--- config.mk ---
export PLATFORM = sky130hd
export DESIGN_NAME = softmax_top5_select
export DESIGN_NICKNAME = d
export VERILOG_FILES = /design/src/hdl/smt5_pkg.sv /design/src/hdl/smt5_cell.sv /design/src/hdl/smt5_div.sv /design/src/hdl/softmax_top5_select.sv
export SDC_FILE = /design/constraint.sdc
export NUM_CORES = 2
export LEC_CHECK = 0
export BUFFER_PORTS_ARGS = -buffer_cell sky130_fd_sc_hd__buf_2
export CAP_MARGIN = 20
export CORE_MARGIN = 5
export CORE_UTILIZATION = 25
export DETAILED_ROUTE_END_ITERATION = 16
export MAX_ROUTING_LAYER = met4
export RECOVER_POWER = 25
export SETUP_SLACK_MARGIN = 0.2
export SYNTH_ARGS = -nofsm -noshare
export SYNTH_HDL_FRONTEND = slang
export SYNTH_SLANG_ARGS = --single-unit
--- constraint.sdc ---
create_clock -name clk_i -period 9 [get_ports clk_i]
set_input_delay 1.8 -clock clk_i [delete_from_list [all_inputs] [get_ports clk_i]]
set_output_delay 1.8 -clock clk_i [all_outputs]
set_load 0.01 [all_outputs]
--- src/hdl/smt5_pkg.sv ---
// Package: widths, exponential tables and shared types for the top-5 softmax block.
package smt5_pkg;
  localparam int TopK = 5;
  localparam int MaxItems = 1024;
  localparam int LogitW = 12;
  localparam int ExpW = 32;
  localparam int IdxW = 10;
  localparam int SumW = 48;
  localparam int PctW = 23;
  localparam int RankW = 3;
  localparam int AccW = 11;
  localparam int QuotW = 24;
  localparam logic [SumW-1:0] SumMax = {SumW{1'b1}};
  localparam logic [22:0] PctScale = 23'd6553600;

  typedef struct packed {
    logic [ExpW-1:0] value;
    logic [IdxW-1:0] idx;
  } entry_t;

  // Carries the item that ripples down the cell row.
  // shf marks an entry pushed out by an insertion higher up: it takes the next
  // slot unconditionally, so it keeps its place ahead of equal entries below.
  typedef struct packed {
    logic            vld;
    logic            clr;
    logic            shf;
    entry_t          ent;
  } cell_ctl_t;

  function automatic logic [31:0] exp_int(input logic [3:0] a);
    logic [31:0] r;
    begin
      unique case (a)
        4'd0: r = 32'd352;        4'd1: r = 32'd956;
        4'd2: r = 32'd2599;       4'd3: r = 32'd7065;
        4'd4: r = 32'd19205;      4'd5: r = 32'd52206;
        4'd6: r = 32'd141909;     4'd7: r = 32'd385750;
        4'd8: r = 32'd1048576;    4'd9: r = 32'd2850325;
        4'd10: r = 32'd7747987;   4'd11: r = 32'd21061212;
        4'd12: r = 32'd57250310;  4'd13: r = 32'd155622477;
        4'd14: r = 32'd423025751; default: r = 32'd1149903210;
      endcase
      return r;
    end
  endfunction

  function automatic logic [17:0] exp_hi(input logic [3:0] h);
    logic [17:0] r;
    begin
      unique case (h)
        4'd0: r = 18'd65536;   4'd1: r = 18'd69763;  4'd2: r = 18'd74262;
        4'd3: r = 18'd79052;   4'd4: r = 18'd84150;  4'd5: r = 18'd89577;
        4'd6: r = 18'd95354;   4'd7: r = 18'd101504; 4'd8: r = 18'd108051;
        4'd9: r = 18'd115019;  4'd10: r = 18'd122437; 4'd11: r = 18'd130334;
        4'd12: r = 18'd138740; 4'd13: r = 18'd147688; 4'd14: r = 18'd157213;
        default: r = 18'd167352;
      endcase
      return r;
    end
  endfunction

  function automatic logic [17:0] exp_lo(input logic [3:0] l);
    logic [17:0] r;
    begin
      unique case (l)
        4'd0: r = 18'd65536;   4'd1: r = 18'd65793;  4'd2: r = 18'd66050;
        4'd3: r = 18'd66309;   4'd4: r = 18'd66568;  4'd5: r = 18'd66829;
        4'd6: r = 18'd67090;   4'd7: r = 18'd67353;  4'd8: r = 18'd67616;
        4'd9: r = 18'd67881;   4'd10: r = 18'd68147; 4'd11: r = 18'd68413;
        4'd12: r = 18'd68681;  4'd13: r = 18'd68950; 4'd14: r = 18'd69220;
        default: r = 18'd69491;
      endcase
      return r;
    end
  endfunction
endpackage

--- src/hdl/smt5_cell.sv ---
// One sorted-list cell: keeps the larger entry, hands the smaller one on.
module smt5_cell (
  input  logic               clk_i,
  input  logic               rst_ni,
  input  smt5_pkg::cell_ctl_t in_i,
  output smt5_pkg::cell_ctl_t out_o,
  output smt5_pkg::entry_t    ent_o
);
  smt5_pkg::entry_t    ent_q, ent_d;
  smt5_pkg::cell_ctl_t out_q, out_d;

  always_comb begin
    ent_d = ent_q;
    out_d = in_i;
    if (in_i.clr) begin
      ent_d = '0;
    end else if (in_i.vld && (in_i.shf || (in_i.ent.value > ent_q.value))) begin
      // Take the entry; push the held one down as a shift.
      ent_d = in_i.ent;
      out_d.ent = ent_q;
      out_d.shf = 1'b1;
    end
  end

  always_ff @(posedge clk_i or negedge rst_ni) begin
    if (!rst_ni) begin
      ent_q <= '0;
      out_q <= '0;
    end else begin
      ent_q <= ent_d;
      out_q <= out_d;
    end
  end

  assign out_o = out_q;
  assign ent_o = ent_q;
endmodule

--- src/hdl/smt5_div.sv ---
// Restoring divider: one quotient bit per cycle, rounded percent result.
module smt5_div (
  input  logic                        clk_i,
  input  logic                        rst_ni,
  input  logic                        go_i,
  input  logic [smt5_pkg::ExpW-1:0]   num_i,
  input  logic [smt5_pkg::SumW-1:0]   den_i,
  output logic                        done_o,
  output logic [smt5_pkg::PctW-1:0]   quot_o
);
  localparam int NumW = smt5_pkg::ExpW + 23 + 1;
  localparam int CntW = 7;
  logic [NumW-1:0]               num_q, num_d;
  logic [smt5_pkg::SumW:0]       rem_q, rem_d;
  logic [smt5_pkg::SumW-1:0]     den_q;
  logic [CntW-1:0]               cnt_q, cnt_d;
  logic                          run_q, run_d, done_q, done_d;
  logic [smt5_pkg::QuotW-1:0]    quo_q, quo_d;
  logic [smt5_pkg::SumW:0]       trial;

  always_comb begin
    num_d  = num_q;
    rem_d  = rem_q;
    cnt_d  = cnt_q;
    run_d  = run_q;
    quo_d  = quo_q;
    done_d = 1'b0;
    trial  = {rem_q[smt5_pkg::SumW-1:0], num_q[NumW-1]};
    if (go_i) begin
      // Scale by 6553600 = 2^22 + 2^21 + 2^18 as shift-add.
      num_d = NumW'({num_i, 22'd0}) + NumW'({num_i, 21'd0}) + NumW'({num_i, 18'd0});
      rem_d = '0;
      quo_d = '0;
      cnt_d = CntW'(NumW);
      run_d = 1'b1;
    end else if (run_q) begin
      num_d = {num_q[NumW-2:0], 1'b0};
      if (trial >= {1'b0, den_q}) begin
        rem_d = trial - {1'b0, den_q};
        quo_d = {quo_q[smt5_pkg::QuotW-2:0], 1'b1};
      end else begin
        rem_d = trial;
        quo_d = {quo_q[smt5_pkg::QuotW-2:0], 1'b0};
      end
      cnt_d = cnt_q - 1'b1;
      if (cnt_q == CntW'(1)) begin
        run_d  = 1'b0;
        done_d = 1'b1;
      end
    end
  end

  always_ff @(posedge clk_i or negedge rst_ni) begin
    if (!rst_ni) begin
      run_q  <= 1'b0;
      done_q <= 1'b0;
      cnt_q  <= '0;
    end else begin
      run_q  <= run_d;
      done_q <= done_d;
      cnt_q  <= cnt_d;
    end
  end

  always_ff @(posedge clk_i) begin
    num_q <= num_d;
    rem_q <= rem_d;
    quo_q <= quo_d;
    if (go_i) den_q <= den_i;
  end

  logic [smt5_pkg::QuotW-1:0] rnd;
  // Round half up: add one where twice the remainder reaches the divisor.
  assign rnd = quo_q + ((rem_q << 1) >= {1'b0, den_q} ? 24'd1 : 24'd0);
  assign quot_o = rnd[smt5_pkg::PctW-1:0];
  assign done_o = done_q;
endmodule

--- src/hdl/softmax_top5_select.sv ---
// Top level: streaming exponential, sorted top-5 cell row and percent output.
//
// Channel  | Direction | Handshake         | Payload
// request  | in        | start / busy      | logit_i, last_item_i
// result   | out       | result_valid_o    | percent_o, class_index_o, rank_o, last_result_o
//
// An ordinary request passes the accept step, one step per exponential
// product (registered per product) and one that pushes it into the cell row;
// busy covers all of these but the accept step.
// A last request then drains the row and runs one restoring division per rank;
// after the fifth result a clear step sends a clear down the cell row, then busy drops.
// Reset clears all control state and the cell row; results cannot be stalled.
module softmax_top5_select (
  input  logic                          clk_i,
  input  logic                          rst_ni,
  input  logic                          start,
  output logic                          busy,
  input  logic signed [11:0]            logit_i,
  input  logic                          last_item_i,
  output logic                          result_valid_o,
  output logic [22:0]                   percent_o,
  output logic [9:0]                    class_index_o,
  output logic [2:0]                    rank_o,
  output logic                          last_result_o
);
  localparam logic [2:0] StIdle = 3'd0, StHi = 3'd1, StLo = 3'd2, StDrain = 3'd3,
                         StDiv = 3'd4, StWait = 3'd5, StClr = 3'd6;
  localparam int K = smt5_pkg::TopK;

  logic [2:0]  st_q, st_d;
  logic        last_q;
  logic [11:0] u_q;
  logic [49:0] e_q;
  logic [smt5_pkg::SumW-1:0] sum_q, sum_d;
  logic [smt5_pkg::IdxW-1:0] cnt_q, cnt_d;
  logic [smt5_pkg::AccW-1:0] acc_q, acc_d;
  logic [2:0]  k_q, k_d;
  logic        acc_ok;
  logic [49:0] mul_in;
  logic [49:0] mul_r;
  logic [17:0] mul_f;
  logic [31:0] e_sat;
  logic        div_go, div_done;
  logic [smt5_pkg::PctW-1:0] quot;

  smt5_pkg::cell_ctl_t feed, chain [K+1];
  smt5_pkg::entry_t    ent [K];
  smt5_pkg::entry_t    sel;
  smt5_pkg::entry_t    nxt;

  assign acc_ok = (acc_q < smt5_pkg::AccW'(smt5_pkg::MaxItems));
  assign mul_in = (st_q == StHi) ? 50'(smt5_pkg::exp_int(u_q[11:8])) : e_q;
  assign mul_f  = (st_q == StHi) ? smt5_pkg::exp_hi(u_q[7:4]) : smt5_pkg::exp_lo(u_q[3:0]);
  assign mul_r  = 50'((68'(mul_in) * 68'(mul_f) + 68'd32768) >> 16);
  assign e_sat  = (e_q > 50'hFFFF_FFFF) ? 32'hFFFF_FFFF : e_q[31:0];

  always_comb begin
    st_d   = st_q;
    sum_d  = sum_q;
    cnt_d  = cnt_q;
    acc_d  = acc_q;
    k_d    = k_q;
    div_go = 1'b0;
    feed   = '0;
    unique case (st_q)
      StIdle: if (start) st_d = acc_ok ? StHi : (last_item_i ? StDrain : StIdle);
      StHi:   st_d = StLo;
      StLo:   st_d = StWait;
      StWait: begin
        // Push the finished exponential into the cell row and the sum.
        feed.vld = 1'b1;
        feed.ent.value = e_sat;
        feed.ent.idx = cnt_q;
        sum_d = (sum_q + 48'(e_sat) < sum_q) ? smt5_pkg::SumMax : sum_q + 48'(e_sat);
        cnt_d = cnt_q + 1'b1;
        acc_d = acc_q + 1'b1;
        st_d  = last_q ? StDrain : StIdle;
        k_d   = '0;
      end
      StDrain: begin
        k_d = k_q + 1'b1;
        if (k_q == 3'(K)) begin
          k_d = '0;
          st_d = StDiv;
          div_go = 1'b1;
        end
      end
      StDiv: if (div_done) begin
        k_d = k_q + 1'b1;
        if (k_q == 3'(K - 1)) st_d = StClr;
        else div_go = 1'b1;
      end
      StClr: begin
        feed.clr = 1'b1;
        k_d = k_q + 1'b1;
        if (k_q == 3'(K)) begin
          st_d = StIdle; sum_d = '0; cnt_d = '0; acc_d = '0; k_d = '0;
        end
      end
      default: st_d = StIdle;
    endcase
  end

  always_ff @(posedge clk_i or negedge rst_ni) begin
    if (!rst_ni) begin
      st_q <= StIdle; sum_q <= '0; cnt_q <= '0; acc_q <= '0; k_q <= '0; last_q <= 1'b0;
    end else begin
      st_q <= st_d; sum_q <= sum_d; cnt_q <= cnt_d; acc_q <= acc_d; k_q <= k_d;
      if (start && !busy) last_q <= last_item_i;
    end
  end

  always_ff @(posedge clk_i) begin
    if (start && !busy) u_q <= 12'(logit_i + 12'h800);
    if (st_q == StHi || st_q == StLo) e_q <= mul_r;
  end

  assign chain[0] = feed;
  for (genvar i = 0; i < K; i++) begin : g_cell
    smt5_cell u_cell (.clk_i(clk_i), .rst_ni(rst_ni), .in_i(chain[i]),
                      .out_o(chain[i+1]), .ent_o(ent[i]));
  end

  always_comb begin
    sel = ent[0];
    for (int j = 0; j < K; j++) if (k_q == 3'(j)) sel = ent[j];
  end

  // Feed the divider the rank that the next division works on.
  always_comb begin
    nxt = ent[0];
    for (int j = 0; j < K; j++) if (k_d == 3'(j)) nxt = ent[j];
  end

  smt5_div u_div (.clk_i(clk_i), .rst_ni(rst_ni), .go_i(div_go), .num_i(nxt.value),
                  .den_i(sum_q), .done_o(div_done), .quot_o(quot));

  assign busy           = (st_q != StIdle);
  assign result_valid_o = (st_q == StDiv) && div_done;
  assign percent_o      = (sel.value == '0 || sum_q == '0) ? '0 : quot;
  assign class_index_o  = (sel.value == '0) ? '0 : sel.idx;
  assign rank_o         = k_q;
  assign last_result_o  = (k_q == 3'(K - 1));
  logic unused_chain;
  assign unused_chain = ^chain[K];
endmodule

Word level (Yosys, flattened, before mapping)
Memory sizes are Yosys's and may differ from the RTL's. A register that Yosys moved wholly into a read port is not among the register bits.
Index checks and enable logic that the tools add are counted.
{"block": "op_classes", "n_addsub": 11, "mul": 1, "order_cmp": 10, "n_eq_ne": 21, "muxes": 73, "n_reduce_logical": 28}
{"operator": "two-way mux 42 bit", "count": 19}
{"operator": "two-way mux 43 bit", "count": 8}
{"operator": "greater-than comparator 32 bit", "count": 5}
{"operator": "two-way mux 48 bit", "count": 3}
{"operator": "two-way mux 56 bit", "count": 2}
{"operator": ">= comparator 49 x 48 -> 1 bit", "count": 2}
{"operator": "case mux 48 bit (2 select lines)", "count": 1}
{"operator": "adder 66 x 16 -> 66 bit (second input constant)", "count": 1}
{"operator": "multiplier 50 x 18 -> 66 bit", "count": 1}
{"operator": "adder 56 x 50 -> 56 bit", "count": 1}
{"operator": "adder 54 x 53 -> 55 bit", "count": 1}
{"operator": "greater-than comparator 50 x 32 -> 1 bit (second input constant)", "count": 1}
{"operator": "two-way mux 50 bit", "count": 1}
{"operator": "adder 48 x 32 -> 48 bit", "count": 1}
{"operator": "zero test 48 bit", "count": 1}
{"operator": "< comparator 48 bit", "count": 1}
{"operator": "subtractor 48 bit", "count": 1}
{"operator": "zero test 32 bit", "count": 1}
{"operator": "two-way mux 32 bit", "count": 1}
{"operator": "adder 23 x 1 -> 23 bit", "count": 1}
{"operator": "two-way mux 23 bit", "count": 1}
{"operator": "case mux 11 bit (2 select lines)", "count": 1}
{"operator": "two-way mux 3 bit", "count": 7}
{"operator": "case mux 3 bit (7 select lines)", "count": 1}
{"operator": "other kinds (31)", "count": 81}
{"block": "totals", "reg_bits": 712, "romBits": 944, "inputBits": 16, "output_inout_bits": 39, "wordCells": 192, "mem_count": 3}
{"memory": "(name not given)", "depth": 16, "word_bits": 30, "rd": 1, "rd_clocked_by_memory_dff": 1, "wr": 0, "line_no": "smt5_pkg.sv:34", "rtl": "unique case (a)"}
{"memory": "(name not given)", "depth": 16, "word_bits": 18, "rd": 1, "rd_clocked_by_memory_dff": 1, "wr": 0, "line_no": "smt5_pkg.sv:51", "rtl": "unique case (h)"}
{"memory": "(name not given)", "depth": 16, "word_bits": 11, "rd": 1, "rd_clocked_by_memory_dff": 1, "wr": 0, "line_no": "smt5_pkg.sv:66", "rtl": "unique case (l)"}

Depth between registers and ports, before layout
{"block": "logic_depth", "ltp_word": 11, "ltp_mapped": 38, "mapped_depth_nobuf": 38}

Hierarchy
From an unflattened synthesis, not the netlist that was laid out.
{"block": "hier_totals", "cells_unflattened": 8190, "area_unflattened_um2": 77481.8}
{"mod": "softmax_top5_select", "n_inst": 1, "cells_each": 4913, "area_per_inst_um2": 41463.5, "seq_area_each_um2": 4904.7}
{"mod": "smt5_cell", "n_inst": 5, "cells_each": 396, "area_per_inst_um2": 4788.3, "seq_area_each_um2": 2177.1}
{"mod": "smt5_div", "n_inst": 1, "cells_each": 1297, "area_per_inst_um2": 12076.6, "seq_area_each_um2": 4229.1}

Least setup slack after synthesis
OpenSTA, ideal clock, no wires.
{"block": "synth_path", "path_type": "register to register", "from": "reg st_q[1]", "to": "reg e_q[45] (data pin)", "setup_time_ns": 0.259, "t_arrival_ns": 8.118, "required_time_ns": 8.741, "slack_ns": 0.623, "path_stages_with_launch": 34, "n_path_buf": 5, "period_less_slack_ns": 8.377, "cell_sequence": "dfrtp_1 -> buf_2 -> nor3b_4 -> clkbuf_1 -> buf_1 -> buf_1 -> nand2_1 -> nand2_1 -> clkbuf_1 -> nand2_1 -> fa_1 -> inv_1 -> fa_1 -> inv_1 -> fa_1 -> inv_1 -> fa_1 -> fa_1 -> inv_1 -> fa_1 -> inv_1 -> ha_1 -> nand2_1 -> nor3_1 -> o211ai_1 -> o211ai_1 -> a221o_1 -> o21ai_1 -> o31ai_4 -> a31oi_2 -> o21a_1 -> o21a_1 -> o31a_1 -> xnor2_1"}
{"block": "synth_via", "elab_chain_len": 4, "elab_cells_between_ends": 5, "classes_between": "add/sub: 1; mul: 1; eq/ne: 1; mux: 2"}
{"element": "start, declared", "line_no": "softmax_top5_select.sv:30", "rtl": "logic [2:0] st_q, st_d;"}
{"element": "start signal, assigned", "line_no": "softmax_top5_select.sv:106", "rtl": "st_q <= StIdle; sum_q <= '0; cnt_q <= '0; acc_q <= '0; k_q <= '0; last_q <= 1'b0;"}
{"element": "start signal, assigned", "line_no": "softmax_top5_select.sv:108", "rtl": "st_q <= st_d; sum_q <= sum_d; cnt_q <= cnt_d; acc_q <= acc_d; k_q <= k_d;"}
{"element": "== test 3 x 1 -> 1 bit *", "line_no": "softmax_top5_select.sv:52, softmax_top5_select.sv:53"}
{"element": "two-way mux 50 bit or two-way mux 18 bit (tied branches)", "line_no": "softmax_top5_select.sv:52, softmax_top5_select.sv:53"}
{"element": "multiplier 50 x 18 -> 66 bit *", "line_no": "softmax_top5_select.sv:54", "rtl": "assign mul_r = 50'((68'(mul_in) * 68'(mul_f) + 68'd32768) >> 16);"}
{"element": "adder 66 x 16 -> 66 bit *", "line_no": "softmax_top5_select.sv:54"}
{"element": "net mul_r[45]", "line_no": "softmax_top5_select.sv:40", "rtl": "logic [49:0] mul_r;"}
{"element": "end signal, assigned", "line_no": "softmax_top5_select.sv:115", "rtl": "if (st_q == StHi || st_q == StLo) e_q <= mul_r;"}
{"element": "end, declared", "line_no": "softmax_top5_select.sv:33", "rtl": "logic [49:0] e_q;"}
The timed path passes the listed nets; every way through them passes the cells marked *.
A chain may end at the register's enable or synchronous reset.

Worst setup path after layout
{"block": "layout_path", "from": "reg st_q[2]", "to": "reg e_q[21] (data pin)"}
Same word-level chain as after synthesis.

==> out/qor.csv <==
metric;value;unit
status;finished, violations left;
failing checks;capacitance limit, slew limit;
crit-path max FO;21;
WS Path Type;reg -> reg;
cell count of the worst reg-to-reg path;28;
GRT Total Usage;0.1380;
Initial DRC Count;3832;
Post-synth top cells;inv_1, nand2_1, fa_1;
gr ovfl total;0;
register area share after synthesis;0.2626;
ys async rst share;0.6325;
pin count of the biggest net entering global routing;134;
core area;287400;um2
Layout area overhead;12.32;%
Peak Freq;117.2;MHz
final worst path period share;0.9482;
Critical Path AT;8.98;ns
vias in the first global route;54640;
drt total wl;202.2;mm
drt wl/cell;17.25;um
post-route cell area;80820;um2
share of cells above drive strength 1;0.08553;
Avg Synthesized Cell Area;9.263;um2
Die Wd;546.5;um
CTS tree;done;
Setup violations, final;0;
Area contributors post-synth;fa_1, dfrtp_1, ha_1;
critical path's largest stage delay;0.72;ns
hold slack final;0.3847;ns
Synth Instances;7768;
initial antenna violation count;8;
Crit. Startpoint;st_q[2];
clk_lat worst skew;0.73;ns
Pwr Total;9.902;mW
Initial Util;0.2504;
Synth Cell Area;71960;um2
vias per cell;4.588;
Placed Instance Area;77660;um2
Pwr Density;122.5;nW/um2
Vias;53780;
Die H;546.5;um
CTS clock-pin slew for the worst setup and hold paths;0.06;ns
cell mode on critical path;fa_1;
CTS Buffer Depth;3;
fin. max-slew vios;358;
Inserted Clock Buffers;87;
drt first pass iters;6;
dpl hpwl;158.8;mm
Routed Antenna Nets;0;
top_reg_cell synth;dfrtp_1;
clock skew;0.06088;ns
Worst R2R Setup Slack;0.47;ns
Peak VDD IR;0.2733;mV
Post-route DRC;0;
pre-CTS setup slack;0.1528;ns
CTS root buf;clkbuf_16;
first-pass GRT wire length;320.8;mm
Buffers on Ports;54;
slowest CP cell;a31oi_1;
worst min path class;reg -> reg;
Synth top area share;0.2145;
crit path capture;e_q[21];
Filler cells;30500;
Rows;197;
sum of negative setup slack;0;ns
placed cell count;11560;
Ports;55;
RSZ-0062 raised after global routing;no;
CP endpoint kind;register;
die area;298700;um2
Placer Congestion;0.9219;
Worst setup SP type;register;
Hold Violations, Final;0;
utilization after layout;0.2812;
fin crit period;8.534;ns
Critical R2R Capture;e_q[21];
most frequent cell after synthesis;inv_1;
Post-synth EDFFs;148;
Max Cap Viol;7;
Pleak;40.06;nW
non-filler instance count after layout;11720;
Worst slew margin;-2.294;
Req. time, crit path;9.45;ns
clock sinks;751;
FF+latch count, synth;751;
Yosys Warn Count;0;
H-tree depth;3;
area leader, netlist;fa_1;
Final WS setup;0.4659;ns
Slew @ Worst Pin;4.941;ns
Reg-to-Reg Start;st_q[2];
library cells used by synthesis;100;
nets;9199;
-- registers in the layout (all words and copies together) (netlist names), named ones only --
name                 cells
u_div.rem_q             48
rank_o                   3
acc_q                   11
g_cell.u_cell.out_o    180
u_div.done_o             1
last_q                   1
cnt_q                   10
sum_q                   48
u_div.quo_q             23
u_div.cnt_q              7
u_q                     12
g_cell.u_cell.ent_o    210
u_div.den_q             48
st_q                     3
u_div.num_q             38
u_div.run_q              1
e_q                     50
-- critical path, delay by kind of cell (launching register included) --
family	cells	cell delay [ns]
AO/OA/AOI/OAI	5	1.70
XOR/XNOR	1	0.29
adder cells (fa/ha/maj)	7	3.50
buffers and inverters	8	0.93
flip-flops	1	0.45
AND/OR/NAND/NOR	7	1.37
-- per-layer routing --
metal | global-route usage | vias up | wire, um
li1 | - | 25540 | -
met3 | 0.02516 | 288 | 13570
met2 | 0.2098 | 1427 | 89720
met4 | 0.03406 | 0 | 5635
met5 | - | - | 0
met1 | 0.1901 | 26530 | 93270
-- where the power goes --
part           switching, mW  internal, mW  total [mW]  leakage [nW]
Clock                   1.64          2.15        3.78          1.49
Combinational           1.40          1.12        2.51          29.6
Sequential                 0          3.60        3.60          9.02
-- cell usage in the layout, fill, tap and decap left out, drive strengths merged, types with 55 or more instances in the layout --
master and instances:
inv 1234, nand2 915, fa 771, nor2 583, ha 543, dfrtp 475, a21oi 360, mux2i 283
o21ai 252, buf 219, mux2 191, a21o 157, edfxtp 148, clkbuf 135, xnor2 129, dfxtp 128
conb 118, and3 115, a211oi 111, nand3 95, nor2b 94, xor2 92, nand4 89, and2 84
o21a 58, nor3 55
-- repair_timing --
item / CTS / global route
pin swaps: 0 / 7
gates resized for setup: 4 / 23
setup buffers: 1 / 3
cloned: 0 / 1
setup endpoints to repair: 5 / 23
hold buffers: 0 / 0
-- cell type report --
type	count	area, um2	area share
Multi-Input combinational cell	5566	47770	0.5910
Sequential cell	751	18900	0.2338
Tap cell	3781	4731	0.05853
Inverter	1224	4598	0.05689
Clock buffer	115	2424	0.02999
Timing Repair Buffer	239	1774	0.02195
Clock inverter	44	624.3	0.007725
Antenna cell	3	7.507	0.00009288
-- worst min-delay path by stage --
stage,cells past startpoint,endpoint,start
after global placement,0,g_cell[1].u_cell.out_o[44],g_cell[0].u_cell.out_o[44]
final,0,g_cell[2].u_cell.out_o[44],g_cell[1].u_cell.out_o[44]
after global routing,0,g_cell[2].u_cell.out_o[44],g_cell[1].u_cell.out_o[44]
after CTS,0,g_cell[2].u_cell.out_o[44],g_cell[1].u_cell.out_o[44]
after floorplan,0,g_cell[1].u_cell.out_o[43],g_cell[0].u_cell.out_o[43]
after detailed placement,0,g_cell[1].u_cell.out_o[44],g_cell[0].u_cell.out_o[44]
-- cell families (layout without fill, tap and decap cells) --
group | Yosys count | count (layout) | share of synthesized area
xor gates and xnor gates | 221 | 221 | 0.02690
other | 2 | 121 | 0.0001044
muxes | 474 | 474 | 0.06936
DFF | 751 | 751 | 0.2626
buffers and inverters | 1567 | 1622 | 0.08252
and+or+nand+nor | 2214 | 2214 | 0.1394
adders and majority gates | 1314 | 1314 | 0.3089
AOI/OAI and AO/OA | 1225 | 1225 | 0.1102
(Power assumes the default switching activity.)
